===== src/rtl/core/tffp_pkg.sv =====
// tffp_pkg: shared constants and types for the tagged float frame parser
// frame marker bytes, phase codes and the frame tracker status struct
// no dependencies
package tffp_pkg;

    // frame marker characters
    localparam logic [7:0] CHR_D = 8'h44;
    localparam logic [7:0] CHR_A = 8'h41;
    localparam logic [7:0] CHR_T = 8'h54;
    localparam logic [7:0] CHR_E = 8'h45;
    localparam logic [7:0] CHR_N = 8'h4E;

    // frame phase codes
    localparam logic [3:0] PH_HUNT = 4'd0;
    localparam logic [3:0] PH_HDR1 = 4'd1;
    localparam logic [3:0] PH_HDR2 = 4'd2;
    localparam logic [3:0] PH_HDR3 = 4'd3;
    localparam logic [3:0] PH_TYPE = 4'd4;
    localparam logic [3:0] PH_VAL0 = 4'd5;
    localparam logic [3:0] PH_VAL1 = 4'd6;
    localparam logic [3:0] PH_VAL2 = 4'd7;
    localparam logic [3:0] PH_VAL3 = 4'd8;
    localparam logic [3:0] PH_TRL1 = 4'd9;
    localparam logic [3:0] PH_TRL2 = 4'd10;
    localparam logic [3:0] PH_TRL3 = 4'd11;

    // sample kinds
    localparam logic KIND_POS = 1'b0;
    localparam logic KIND_VEL = 1'b1;

    // configuration register indexes
    localparam logic CFG_POS_CODE = 1'b0;
    localparam logic CFG_VEL_CODE = 1'b1;

    // status from the frame tracker to the top level
    typedef struct packed {
        logic        hit;
        logic        kind;
        logic [31:0] bits;
        logic [3:0]  phase;
    } t_frame_stat;

endpackage


===== src/rtl/core/tffp_frame.sv =====
// tffp_frame: frame phase tracker with type and value capture
// flags a finished frame with a known type in the cycle its last byte transfers
// depends on tffp_pkg
module tffp_frame
    import tffp_pkg::*;
(
    input  logic        i_clk,
    input  logic        i_rst_n,
    input  logic        i_acc,
    input  logic [7:0]  i_rx_byte,
    input  logic [7:0]  i_pos_code,
    input  logic [7:0]  i_vel_code,
    output t_frame_stat o_stat
);

    logic [3:0]  r_phase;
    logic [3:0]  n_phase;
    logic [7:0]  r_type;
    logic [31:0] r_val;
    logic        w_pos_hit;
    logic        w_vel_hit;

    // next phase for the transferred byte
    always_comb begin
        n_phase = PH_HUNT;
        case (r_phase)
            PH_HDR1: n_phase = (i_rx_byte == CHR_A) ? PH_HDR2 : PH_HUNT;
            PH_HDR2: n_phase = (i_rx_byte == CHR_T) ? PH_HDR3 : PH_HUNT;
            PH_HDR3: n_phase = (i_rx_byte == CHR_A) ? PH_TYPE : PH_HUNT;
            PH_TYPE: n_phase = PH_VAL0;
            PH_VAL0: n_phase = PH_VAL1;
            PH_VAL1: n_phase = PH_VAL2;
            PH_VAL2: n_phase = PH_VAL3;
            PH_VAL3: n_phase = PH_TRL1;
            PH_TRL1: n_phase = (i_rx_byte == CHR_E) ? PH_TRL2 : PH_HUNT;
            PH_TRL2: n_phase = (i_rx_byte == CHR_N) ? PH_TRL3 : PH_HUNT;
            PH_TRL3: n_phase = PH_HUNT;
            default: n_phase = (i_rx_byte == CHR_D) ? PH_HDR1 : PH_HUNT;
        endcase
    end

    // phase register
    always_ff @(posedge i_clk) begin
        if (!i_rst_n) begin
            r_phase <= PH_HUNT;
        end else if (i_acc) begin
            r_phase <= n_phase;
        end
    end

    // type byte and little-endian value capture, shifted in from the top
    always_ff @(posedge i_clk) begin
        if (i_acc && r_phase == PH_TYPE) begin
            r_type <= i_rx_byte;
        end
        if (i_acc && r_phase >= PH_VAL0 && r_phase <= PH_VAL3) begin
            r_val <= {i_rx_byte, r_val[31:8]};
        end
    end

    // final trailer byte with a known type; position wins on equal codes
    assign w_pos_hit = (r_type == i_pos_code);
    assign w_vel_hit = (r_type == i_vel_code);

    always_comb begin
        o_stat.hit   = i_acc && (r_phase == PH_TRL3) && (i_rx_byte == CHR_D)
                       && (w_pos_hit || w_vel_hit);
        o_stat.kind  = w_pos_hit ? KIND_POS : KIND_VEL;
        o_stat.bits  = r_val;
        o_stat.phase = r_phase;
    end

endmodule


===== src/rtl/core/tagged_float_frame_parser.sv =====
// tagged_float_frame_parser: hunts D,A,T,A, takes type plus 4 value bytes, checks E,N,D
// a sample is valid on o_valid in the cycle after its final trailer byte transfers
// throughput: 1 byte per cycle while o_ready is high, set by the single phase register update per byte
// the result register frees in the cycle it transfers, so input stalls only on output stall
// reset (synchronous, active low): phase to hunting, no result pending, codes to 0 and 1
module tagged_float_frame_parser
    import tffp_pkg::*;
(
    input  logic        i_clk,
    input  logic        i_rst_n,
    input  logic        i_valid,
    output logic        o_ready,
    input  logic [7:0]  i_rx_byte,
    output logic        o_valid,
    input  logic        i_ready,
    output logic        o_sample_kind,
    output logic [31:0] o_sample_bits,
    input  logic        i_cfg_we,
    input  logic        i_cfg_idx,
    input  logic [7:0]  i_cfg_data
);

    logic [7:0]  r_pos_code;
    logic [7:0]  r_vel_code;
    logic        r_out_valid;
    logic        r_out_kind;
    logic [31:0] r_out_bits;
    logic        w_in_acc;
    t_frame_stat w_stat;

    // configuration registers
    always_ff @(posedge i_clk) begin
        if (!i_rst_n) begin
            r_pos_code <= 8'd0;
            r_vel_code <= 8'd1;
        end else if (i_cfg_we) begin
            case (i_cfg_idx)
                CFG_POS_CODE: r_pos_code <= i_cfg_data;
                CFG_VEL_CODE: r_vel_code <= i_cfg_data;
                default:      r_pos_code <= r_pos_code;
            endcase
        end
    end

    // input transfer whenever the result register is free or draining
    assign o_ready  = !r_out_valid || i_ready;
    assign w_in_acc = i_valid && o_ready;

    tffp_frame u_frame (
        .i_clk      (i_clk),
        .i_rst_n    (i_rst_n),
        .i_acc      (w_in_acc),
        .i_rx_byte  (i_rx_byte),
        .i_pos_code (r_pos_code),
        .i_vel_code (r_vel_code),
        .o_stat     (w_stat)
    );

    // result register
    always_ff @(posedge i_clk) begin
        if (!i_rst_n) begin
            r_out_valid <= 1'b0;
        end else if (w_stat.hit) begin
            r_out_valid <= 1'b1;
        end else if (i_ready) begin
            r_out_valid <= 1'b0;
        end
    end

    always_ff @(posedge i_clk) begin
        if (w_stat.hit) begin
            r_out_kind <= w_stat.kind;
            r_out_bits <= w_stat.bits;
        end
    end

    assign o_valid       = r_out_valid;
    assign o_sample_kind = r_out_kind;
    assign o_sample_bits = r_out_bits;

`ifndef SYNTHESIS
    // phase never leaves the defined range
    a_phase_range: assert property (@(posedge i_clk) disable iff (!i_rst_n)
        w_stat.phase <= PH_TRL3)
        else $error("frame phase out of range");

    // a result is only produced on a transferred final trailer byte
    a_hit_src: assert property (@(posedge i_clk) disable iff (!i_rst_n)
        w_stat.hit |-> (w_in_acc && w_stat.phase == PH_TRL3))
        else $error("result without final trailer byte");

    // phase holds when no byte transfers
    a_phase_hold: assert property (@(posedge i_clk) disable iff (!i_rst_n)
        !w_in_acc |=> $stable(w_stat.phase))
        else $error("phase moved without a transfer");

    // a pending result is never overwritten before it transfers
    a_no_overwrite: assert property (@(posedge i_clk) disable iff (!i_rst_n)
        (r_out_valid && !i_ready) |-> !w_stat.hit)
        else $error("pending result overwritten");
`endif

endmodule


===== config.mk =====
export PLATFORM = sky130hd
export DESIGN_NAME = tagged_float_frame_parser
export DESIGN_NICKNAME = d
export VERILOG_FILES = /design/src/rtl/core/tffp_pkg.sv /design/src/rtl/core/tffp_frame.sv /design/src/rtl/core/tagged_float_frame_parser.sv
export SDC_FILE = /design/constraint.sdc
export NUM_CORES = 1
export LEC_CHECK = 0
export CORE_MARGIN = 10
export CORE_UTILIZATION = 40
export CTS_BUF_LIST = sky130_fd_sc_hd__clkbuf_8
export DETAILED_ROUTE_END_ITERATION = 12
export DONT_BUFFER_PORTS = 1
export HOLD_SLACK_MARGIN = 0.03
export PLACE_DENSITY = 0.58
export SLEW_MARGIN = 20
export SYNTH_ARGS = -nofsm -noshare
export SYNTH_HDL_FRONTEND = slang
export SYNTH_HIERARCHICAL = 1
export SYNTH_SLANG_ARGS = --single-unit

===== constraint.sdc =====
create_clock -name i_clk -period 7.6 [get_ports i_clk]
set_input_delay 0.38 -clock i_clk [delete_from_list [all_inputs] [get_ports i_clk]]
set_output_delay 0.38 -clock i_clk [all_outputs]
set_load 0.02 [all_outputs]

=== Word-level counts from Yosys, hierarchy flattened ===
Cells that the tools add are included.

* Magnitude comparators: 2
* Eq/ne operators: 18
* Bitwise gates (word level): 1
* Reduce and logical (&&, ||, !) cells: 13
* Multiplexer cells: 10

{| class="wikitable"
|+ Operators by type and width
! cell !! number
|-
| 4-bit case mux with 11 select lines || 1
|-
| 8-bit by 7-bit equality test with 1-bit output (second input constant) || 5
|-
| 4-bit by 3-bit equality test with 1-bit output (second input constant) || 4
|-
| 4-bit equality test (second input constant) || 4
|-
| 8-bit equality test || 2
|-
| 4-bit by 2-bit equality test with 1-bit output (second input constant) || 2
|-
| 4-bit 2-to-1 mux || 2
|-
| 1-bit logical AND || 7
|-
| 4-bit by 1-bit equality test with 1-bit output (second input constant) || 1
|-
| 4-bit by 3-bit >= comparator with 1-bit output (second input constant) || 1
|-
| 4-bit less-or-equal comparator (second input constant) || 1
|-
| 1-bit 2-to-1 mux || 4
|-
| 2-bit 2-to-1 mux || 2
|-
| 2-bit AND reduction || 2
|-
| 3-bit 2-to-1 mux || 1
|-
| 1-bit logical OR || 2
|-
| 2-bit nonzero test || 1
|-
| 1-bit logical NOT || 1
|-
| 1-bit inverter || 1
|}

* Flip-flop bits (word level): 94
* Word-level logic and storage cells: 52
* Input port bits: 22
* Output and inout bits: 35

=== Logic depth before layout (Yosys ltp) ===
Gate-level depths: netlist of run 1.

* Depth after elaboration: 7
* Mapped depth: 6
* Depth with buffers taken out: 6

=== Cells and area by module ===
The synthesis of run 1 kept the hierarchy.

{| class="wikitable"
|+ By module, submodules not included
! module !! cells each !! area each (um^2) !! instances
|-
| tffp_frame || 123 || 1,804.2 || 1
|-
| tagged_float_frame_parser || 102 || 1,671.6 || 1
|}

=== Worst setup path after synthesis of run 1 ===
OpenSTA, ideal clock, no wires.

* Kind: in2reg
* Start: in i_ready
* End: reg r_out_bits[0], in the netlist o_sample_bits[0], enable pin
* Cell stages on the path: 4
* Arrival time: 6.351 ns
* Setup time: 0.606 ns
* Slack: 0.643 ns
* Path buffers: 0
* Cell sequence: nand2b_1 -> and2_1 -> nand3_1 -> a2111oi_0

{| class="wikitable"
|+ RTL lines
! what !! line !! RTL
|-
| start: declaration || tagged_float_frame_parser.sv:15 || <nowiki>input logic i_ready,</nowiki>
|-
| end signal: assignment || tagged_float_frame_parser.sv:73 || <nowiki>r_out_bits <= w_stat.bits;</nowiki>
|-
| end: declaration || tagged_float_frame_parser.sv:27 || <nowiki>logic [31:0] r_out_bits;</nowiki>
|}

=== Worst setup path in the final report of run 1 ===
* Start: reg r_out_valid, in the netlist o_valid
* End: reg u_frame.r_type[2], enable pin

* Longest elaborated chain between the ends: 4

{| class="wikitable"
|+ Ends and longest elaborated chain
! what !! line !! RTL
|-
| start: declaration || tagged_float_frame_parser.sv:25 || <nowiki>logic r_out_valid;</nowiki>
|-
| start signal: assignment || tagged_float_frame_parser.sv:62 || <nowiki>r_out_valid <= 1'b0;</nowiki>
|-
| start signal: assignment || tagged_float_frame_parser.sv:64 || <nowiki>r_out_valid <= 1'b1;</nowiki>
|-
| start signal: assignment || tagged_float_frame_parser.sv:66 || <nowiki>r_out_valid <= 1'b0;</nowiki>
|-
| 1-bit logical NOT || tagged_float_frame_parser.sv:46 || <nowiki>assign o_ready = !r_out_valid || i_ready;</nowiki>
|-
| 1-bit logical OR || tagged_float_frame_parser.sv:46 ||
|-
| named net o_ready || tagged_float_frame_parser.sv:12 || <nowiki>output logic o_ready,</nowiki>
|-
| 1-bit logical AND || tagged_float_frame_parser.sv:47 || <nowiki>assign w_in_acc = i_valid && o_ready;</nowiki>
|-
| named net w_in_acc || tagged_float_frame_parser.sv:28 || <nowiki>logic w_in_acc;</nowiki>
|-
| 1-bit logical AND || tffp_frame.sv:53 || <nowiki>if (i_acc && r_phase == PH_TYPE) begin</nowiki>
|-
| end signal: assignment || tffp_frame.sv:54 || <nowiki>r_type <= i_rx_byte;</nowiki>
|-
| end: declaration || tffp_frame.sv:18 || <nowiki>logic [7:0] r_type;</nowiki>
|}

The timed path passes the listed nets, and every way through them passes these cells.
A chain may end at the register's enable or synchronous reset.

==> flow_summary.toml, run 1 <==
[run_status]
status = "completed"

[global_routing]
grt_max_degree = 35
grt_pass1_wl_mm = 9.867
grt_pass1_vias = 1802
grt_use_total_pct = 9.850
overflow = 0
antenna_found_initial = 0

[synthesis]
synth_top_area_cell = "edfxtp_1"
syn_nets = 247
yosysTopAreaCellShare_pct = 63.07
synth-seq-cells = 94
postSynthCellCount = 225
synth_cell_types = 41
ys_seq_area_share_pct = 75.16
ys_async_sr_fraction_pct = 0
synth_edf_count = 73
syn_area_per_cell_um2 = 15.45
syn-cell-area_mm2 = 0.003476
ys_warn_count = 6
synth_ff_type = "edfxtp_1"
synth_area_leaders = "edfxtp_1, dfxtp_1, mux2i_1"

[critical_path]
critPathMaxFanout = 7
r2r-end = "u_frame/r_type[2]$_DFFE_PP_"
cp_slowest_cell = "nor4_1"
cp_cell_sequence = "nand2b_1, and2_1, nand2_1, nor4_1, buf_4"
critPathTopFamily = "simple AND/OR/NAND/NOR gates"
arrival_ns = 2.43
worstPathRequired_ns = 7.66
path_class = "reg2reg"
critPathLaunchType = "flop"
reg2reg_from = "o_valid$_SDFFE_PN0P_"
r2r_setup_slack_ns = 5.23
crit_path_end_kind = "flop"
critical_path_buf_inv_count = 1
ff2ff_path_depth = 5
slowest_delay_ns = 0.75

[die]
die_y_um = 113.2
io_pins = 57
core-area_mm2 = 0.008341
die_w_um = 113.2
initial_core_util_pct = 41.67
rows = 33
fp.dieArea_mm2 = 0.01282

[final_layout]
fin_cells = 339
area_delta_synth_final_pct = 9.719
design_area_mm2 = 0.003814
drive_gt1_share_pct = 9.829
num-nets-final = 252
insertedDiodeCount = 0

[drt]
ant_nets = 0
drt_pass1_iterations = 4
wl_mm = 6.185
vias = 1771
drc = 0
dr.first_iter.drc_count = 96
wl_per_cell_um = 18.24
routed_via_density = 5.224

[hold_path]
min_to = "u_frame/r_val[24]$_DFFE_PP_"
holdPathStages = 0
min_from = "i_rx_byte[0]"
hold_class = "in2reg"

[pwr]
seq_power_share_pct = 60.0
power_density_mw_per_mm2 = 242.4
power_switching_share_pct = 19.38
ir_drop_uv = 87.61
p_clk_share_pct = 38.2
p_int_uw = 745.1
combPwrFrac_pct = 1.8
power.leakage_uw = 0.001262
p_switching_uw = 179.1

[cts]
clk_path_buf_depth = 2
cts_resized = 0
ctsRootBufferMaster = "clkbuf_8"
cts.reportedPaths.clkPinSlew_ns = 0.09
clock_sinks = 94
insertion_delay_ns = 0.34
post-cts-setup-buffer-count = 0
cts_tree = "done"
cts_hold_buf = 0
htreeDepth = 3
numCtsBuffers = 9

[sta]
hold_violations = 0
clock_skew_ns = 0.007439
relSlewSlack_pct = 34.53
holdWs_ns = 0.1258
drv_slew = 0
post-route-period-util_pct = 31.15
rsz0062_at_grt = "false"
finalSetupViolCount = 0
fmax_mhz = 422.5
tightest_slew_ns = 0.9731
setup_tns_ns = 0
post-route-min-period_ns = 2.367

[placed_design]
dp.cells = 323
gp_congestion = 0.8522
place_area_mm2 = 0.003570
hpwl_mm = 4.153
portBuffers = 0

[flow_run]
cap_viol_max_count = 0
[synth_stat cells (5+ instances only)]
cell,instances
nand2_1,31
nor4_1,5
mux2i_1,15
xor2_1,17
a21oi_1,7
dfxtp_1,21
edfxtp_1,73
nor2_1,5
[cells by family (layout without fill, tap and decap cells)]
family | after synthesis | count (layout) | share of synthesized area, %
and+or+nand+nor | 65 | 65 | 9.576
DFF | 94 | 94 | 75.16
muxes | 15 | 15 | 4.320
AOI/OAI and AO/OA | 20 | 20 | 3.960
xor gates and xnor gates | 18 | 18 | 4.536
buffers and inverters | 13 | 22 | 2.448
[cells in the final DEF (no fill, tap or decap), types with 3 or more instances in the layout]
master     n
nand2_1   31
nand2b_1   3
nand4_1    3
a21oi_1    6
nor3_1     3
clkbuf_8   9
xor2_1    17
mux2i_1   15
nor4_1     5
dfxtp_1   21
edfxtp_1  73
nor2_1     5
[metal layers]
metal | up-vias | global-route usage, % | part of all wire (%)
met3 | 8 | 4.120 | 6.9
met4 | 0 | 4.569 | 1.7
li1 | 839 | - | -
met5 | - | 0 | 0
met1 | 875 | 12.15 | 44
met2 | 49 | 14.63 | 47
[worst max-delay path by stage]
stage,start,to,slack (ns),depth (start not counted)
2_1_floorplan,i_ready,o_sample_bits[0]$_DFFE_PP_,0.64,4
3_3_place_gp,i_ready,u_frame/r_val[6]$_DFFE_PP_,5.33,4
3_5_place_dp,i_ready,u_frame/r_type[5]$_DFFE_PP_,5.29,5
4_1_cts,o_valid$_SDFFE_PN0P_,u_frame/r_type[7]$_DFFE_PP_,5.24,5
5_1_grt,o_valid$_SDFFE_PN0P_,u_frame/r_type[2]$_DFFE_PP_,5.05,5
6_report,o_valid$_SDFFE_PN0P_,u_frame/r_type[2]$_DFFE_PP_,5.23,5
[flip-flops by register name (all words and copies together) (netlist names)]
name / count
r_vel_code: 8
u_frame/r_val: 32
o_valid: 1
u_frame/r_phase: 4
r_pos_code: 8
o_sample_kind: 1
o_sample_bits: 32
u_frame/r_type: 8
[worst reg2reg max path, delay by kind of cell, from the launching register on]
kind          cells  cell delay [ns]
flops             1             0.39
buf+inv           1             0.27
simple gates      4             1.42
[layout make-up]
type / count / area (um2)
Clock buffer: 9 / 123.9
Clock inverter: 6 / 92.59
Fill cell: 743 / 4527
Inverter: 4 / 15.01
Multi-Input combinational cell: 118 / 795.8
Sequential cell: 94 / 2613
Timing Repair Buffer: 3 / 42.54
Tap cell: 105 / 131.4
[stage by stage]
stage          setup slack, ns  power [uW]  util (%)
6_report                 5.233       924.3     45.72
5_1_grt                  5.052       963.6     45.72
4_1_cts                  5.240       936.4     45.39
3_5_place_dp             5.285       583.0     42.80
3_3_place_gp             5.333       582.7     42.80
2_1_floorplan           0.6426       583.1         -
[power by group through the flow]
stage	clock [uW]	sequential [uW]	combinational, uW
final	353	554	16.7
after global routing	390	555	18.8
after CTS	365	554	16.9
after detailed placement	0	566	16.8
after global placement	0	566	16.4
after floorplan	0	565	17.8
No activity file was read; power rests on OpenSTA's default activity.
==> inputs of run 2 (changes only) <==
- clock period: 7.6 -> 2.4 ns (I/O delays scaled with it)
==> run 2 against run 1 <==
Net effect: register-to-register slack got worse by 4.9 ns; clock skew increased by 0.0028 ns; via count increased by 5.8%; hold slack got worse by 0.043 ns; sequential cell count unchanged; die area unchanged; global-route usage increased by 0.078 points; sequential power increased to 3.2 times the previous value; design area increased by 4.3%; routed wire length increased by 2.6%.
==> flow_summary.toml, run 2 (synthesis results as in run 1) <==
[cts]
cts_tree = "done"
post-cts-setup-buffer-count = 0
clock_sinks = 94
htreeDepth = 3
ctsRootBufferMaster = "clkbuf_8"
insertion_delay_ns = 0.36
numCtsBuffers = 9
cts_resized = 0
cts_hold_buf = 18
cts.reportedPaths.clkPinSlew_ns = 0.09
clk_path_buf_depth = 2

[die]
die_w_um = 113.2
rows = 33
die_y_um = 113.2
core-area_mm2 = 0.008341
fp.dieArea_mm2 = 0.01282
initial_core_util_pct = 41.67
io_pins = 57

[sta]
relSlewSlack_pct = 37.96
post-route-min-period_ns = 2.059
setup_tns_ns = 0
tightest_slew_ns = 0.9276
post-route-period-util_pct = 85.78
rsz0062_at_grt = "false"
fmax_mhz = 485.7
clock_skew_ns = 0.01024
hold_violations = 0
finalSetupViolCount = 0
drv_slew = 0
holdWs_ns = 0.08234

[critical_path]
path_class = "reg2reg"
critPathMaxFanout = 7
critPathLaunchType = "flop"
worstPathRequired_ns = 2.68
arrival_ns = 2.34
crit_path_end_kind = "flop"

[final_layout]
fillers = 740
layout_commonest_cell = "edfxtp_1"
utilization_pct = 47.70
num-nets-final = 270
insertedDiodeCount = 0
drive_gt1_share_pct = 9.486
layout_common_cells = "edfxtp_1, nand2_1, dfxtp_1"
area_delta_synth_final_pct = 14.47

[hold_path]
hold_class = "in2reg"

[drt]
routed_via_density = 5.235
vias = 1874
drc = 0
drt_pass1_iterations = 4
wl_mm = 6.348
wl_per_cell_um = 17.73
dr.first_iter.drc_count = 126
ant_nets = 0

[global_routing]
grt_use_total_pct = 9.928
grt_pass1_vias = 1894
grt_pass1_wl_mm = 9.942
grt_max_degree = 35
antenna_found_initial = 0
overflow = 0

[placed_design]
gp_congestion = 0.8398
hpwl_mm = 4.135
portBuffers = 0

[pwr]
power.leakage_uw = 0.001329
ir_drop_uv = 278.2
power_density_mw_per_mm2 = 714.7

[run_status]
status = "completed"

[flow_run]
cap_viol_max_count = 0
run 2: path summary, 6_finish.rpt:
kind,start,end,slack (ns),cells after the start
max reg2reg,o_valid$_SDFFE_PN0P_,u_frame/r_phase[2]$_SDFFE_PN0P_,0.34,6
min,i_rx_byte[0],u_frame/r_phase[2]$_SDFFE_PN0P_,0.08,3
min reg2reg,u_frame/r_val[2]$_DFFE_PP_,o_sample_bits[2]$_DFFE_PP_,0.43,0
max,o_valid$_SDFFE_PN0P_,u_frame/r_phase[2]$_SDFFE_PN0P_,0.34,6
run 2: worst max-delay path: stages (launching register included):
cell and delay (ns):
dfxtp_1 0.39, nand2b_1 0.26, and2_1 0.33, inv_2 0.11, or3_1 0.37, or4_1 0.40
a21oi_1 0.13
run 2: routing by layer:
layer | global-route usage, % | vias to the layer above | part of all wire [%]
met3 | 4.332 | 11 | 9.5
met4 | 5.753 | 0 | 1.7
li1 | - | 879 | -
met5 | 0 | - | 0
met1 | 12.18 | 901 | 43
met2 | 14.17 | 83 | 45
run 2: power breakdown:
part           leakage [uW]  total, uW  internal (uW)  switching [uW]
Clock             0.0000970        999            408             591
Sequential         0.000824       1760           1750            10.2
Combinational      0.000408       89.1           45.7            43.3
run 2: cell type report:
type	instances	area, um2	area share (%)
sequential	94	2613	65.66
multi-input combinational	118	808.3	20.31
timing repair buffer	21	215.2	5.409
tap	105	131.4	3.302
clock buffer	9	123.9	3.113
clock inverter	7	72.57	1.824
inverter	4	15.01	0.3774
run 2: metrics by stage:
step | instance area (um2) | total power [uW] | worst slack [ns] | cells
floorplan | 3498 | 1847 | -0.2895 | 225
global placement | 3602 | 1846 | 0.3752 | 324
detailed placement | 3602 | 1846 | 0.3552 | 324
CTS | 3979 | 2886 | 0.3404 | 358
global route | 3979 | 2964 | 0.1716 | 358
finish | 3979 | 2844 | 0.3413 | 358
==> inputs of run 3 (changes only) <==
==> constraint.sdc (replaced) <==
create_clock -name i_clk -period 2.4 [get_ports i_clk]
set_input_delay 0.12 -clock i_clk [delete_from_list [all_inputs] [get_ports i_clk]]
set_output_delay 0.12 -clock i_clk [all_outputs]
set_load 0.005 [all_outputs]
==> run 3 against run 2 <==
Net effect: combinational power rose by 4.0%; routed wire length increased by 2.8%; non-clock buffer count up 2; total power grew 0.73%; critical path depth shrank 1; cell count increased by 0.56%; sequential share of layout area shrank 0.29 points; core utilization rose by 0.21 points; global-route usage grew 0.12 points; first-iteration DRC count shrank 42%; fmax down 0.47%; die area stayed put.
==> flow_summary.toml, run 3 (synthesis results as in run 1) <==
[sta]
fmax_mhz = 483.5
clock_skew_ns = 0.01056
relSlewSlack_pct = 34.84
finalSetupViolCount = 0
setup_tns_ns = 0
drv_slew = 0
post-route-min-period_ns = 2.068
tightest_slew_ns = 0.9741
rsz0062_at_grt = "false"
hold_violations = 0
post-route-period-util_pct = 86.18
holdWs_ns = 0.07395

[cts]
clk_path_buf_depth = 2
numCtsBuffers = 9
post-cts-setup-buffer-count = 0
cts.reportedPaths.clkPinSlew_ns = 0.10
insertion_delay_ns = 0.35
ctsRootBufferMaster = "clkbuf_8"
cts_tree = "done"
htreeDepth = 3
clock_sinks = 94
cts_resized = 0

[drt]
vias = 1862
wl_mm = 6.528
ant_nets = 0
dr.first_iter.drc_count = 73
wl_per_cell_um = 18.13
drc = 0
drt_pass1_iterations = 4
routed_via_density = 5.172

[pwr]
power.leakage_uw = 0.001338
power_density_mw_per_mm2 = 716.8
ir_drop_uv = 323.8

[die]
core-area_mm2 = 0.008341
die_y_um = 113.2
fp.dieArea_mm2 = 0.01282
die_w_um = 113.2
rows = 33
io_pins = 57
initial_core_util_pct = 41.67

[global_routing]
grt_pass1_vias = 1905
overflow = 0
grt_max_degree = 35
antenna_found_initial = 0
grt_pass1_wl_mm = 10.07
grt_use_total_pct = 10.05

[flow_run]
cap_viol_max_count = 0

[final_layout]
num-nets-final = 272
layout_commonest_cell = "edfxtp_1"
insertedDiodeCount = 0
drive_gt1_share_pct = 9.804
layout_common_cells = "edfxtp_1, nand2_1, dfxtp_1"
design_area_mm2 = 0.003996
area_delta_synth_final_pct = 14.97

[placed_design]
place_area_mm2 = 0.003610
portBuffers = 0
gp_congestion = 0.8111
hpwl_mm = 4.252

[critical_path]
path_class = "reg2reg"
r2r_setup_slack_ns = 0.33
critPathMaxFanout = 34
cp_slowest_cell = "edfxtp_1"
slowest_delay_ns = 0.42
crit_path_end_kind = "flop"
critPathLaunchType = "flop"
arrival_ns = 2.12
cp_cell_sequence = "xor2_1, nor4_1, nand2_1, a2111oi_4, buf_12"
worstPathRequired_ns = 2.45

[run_status]
status = "completed"

[hold_path]
hold_class = "in2reg"
-- run 3: cell count changes in the layout (fill, tap and decap cells not counted), sizes merged --
cell / previous run / this run
clkinv: 2 / 1
buf: 3 / 4
dlygate4sd3: 18 / 19
inv: 8 / 9
-- run 3: final timing paths --
check        depth (start not counted)                               to                        start
max reg2reg                          5      o_sample_bits[11]$_DFFE_PP_  u_frame/r_type[5]$_DFFE_PP_
min                                  3  u_frame/r_phase[3]$_SDFFE_PN0P_                 i_rx_byte[1]
min reg2reg                          0       o_sample_bits[5]$_DFFE_PP_   u_frame/r_val[5]$_DFFE_PP_
max                                  5      o_sample_bits[11]$_DFFE_PP_  u_frame/r_type[5]$_DFFE_PP_
-- run 3: what timing repair did --
action,4_1_cts,5_1_grt
hold endpoints to repair,36,0
endpoints found under the setup margin,0,0
hold buffers,19,0
-- run 3: layer usage --
layer	wire, um	GRT usage [%]	vias up
met3	465	3.170	11
met1	2843	11.88	905
met2	3079	15.71	57
li1	-	-	889
met4	138	5.922	0
met5	0	0	-
-- run 3: critical path, delay by kind of cell (launching register included) --
| family | cells | cell delay, ns |
|---|---|---|
| xor+xnor | 1 | 0.16 |
| flops | 1 | 0.42 |
| compound gates | 1 | 0.42 |
| simple gates | 2 | 0.49 |
| buf+inv | 1 | 0.25 |
-- run 3: area by class of cell --
| type | count | area (um2) |
|---|---|---|
| fill | 716 | 4344 |
| sequential | 94 | 2613 |
| multi-input combinational | 118 | 808.3 |
| timing repair buffer | 23 | 232.7 |
| tap | 105 | 131.4 |
| clock buffer | 9 | 123.9 |
| clock inverter | 7 | 72.57 |
| inverter | 4 | 15.01 |
-- run 3: metrics by stage --
stage	power, uW	utilization, %	std cells	worst slack [ns]
after floorplan	1847	-	225	-0.3044
after global placement	1848	43.28	325	0.3730
after detailed placement	1849	43.28	325	0.3526
after CTS	2907	47.91	360	0.3295
after global routing	2967	47.91	360	0.1688
final	2864	47.91	360	0.3316
-- run 3: power by group --
group / switching, uW / total (uW) / internal (uW)
Sequential: 10.4 / 1760 / 1750
Combinational: 45.0 / 92.7 / 47.8
Clock: 601 / 1020 / 415
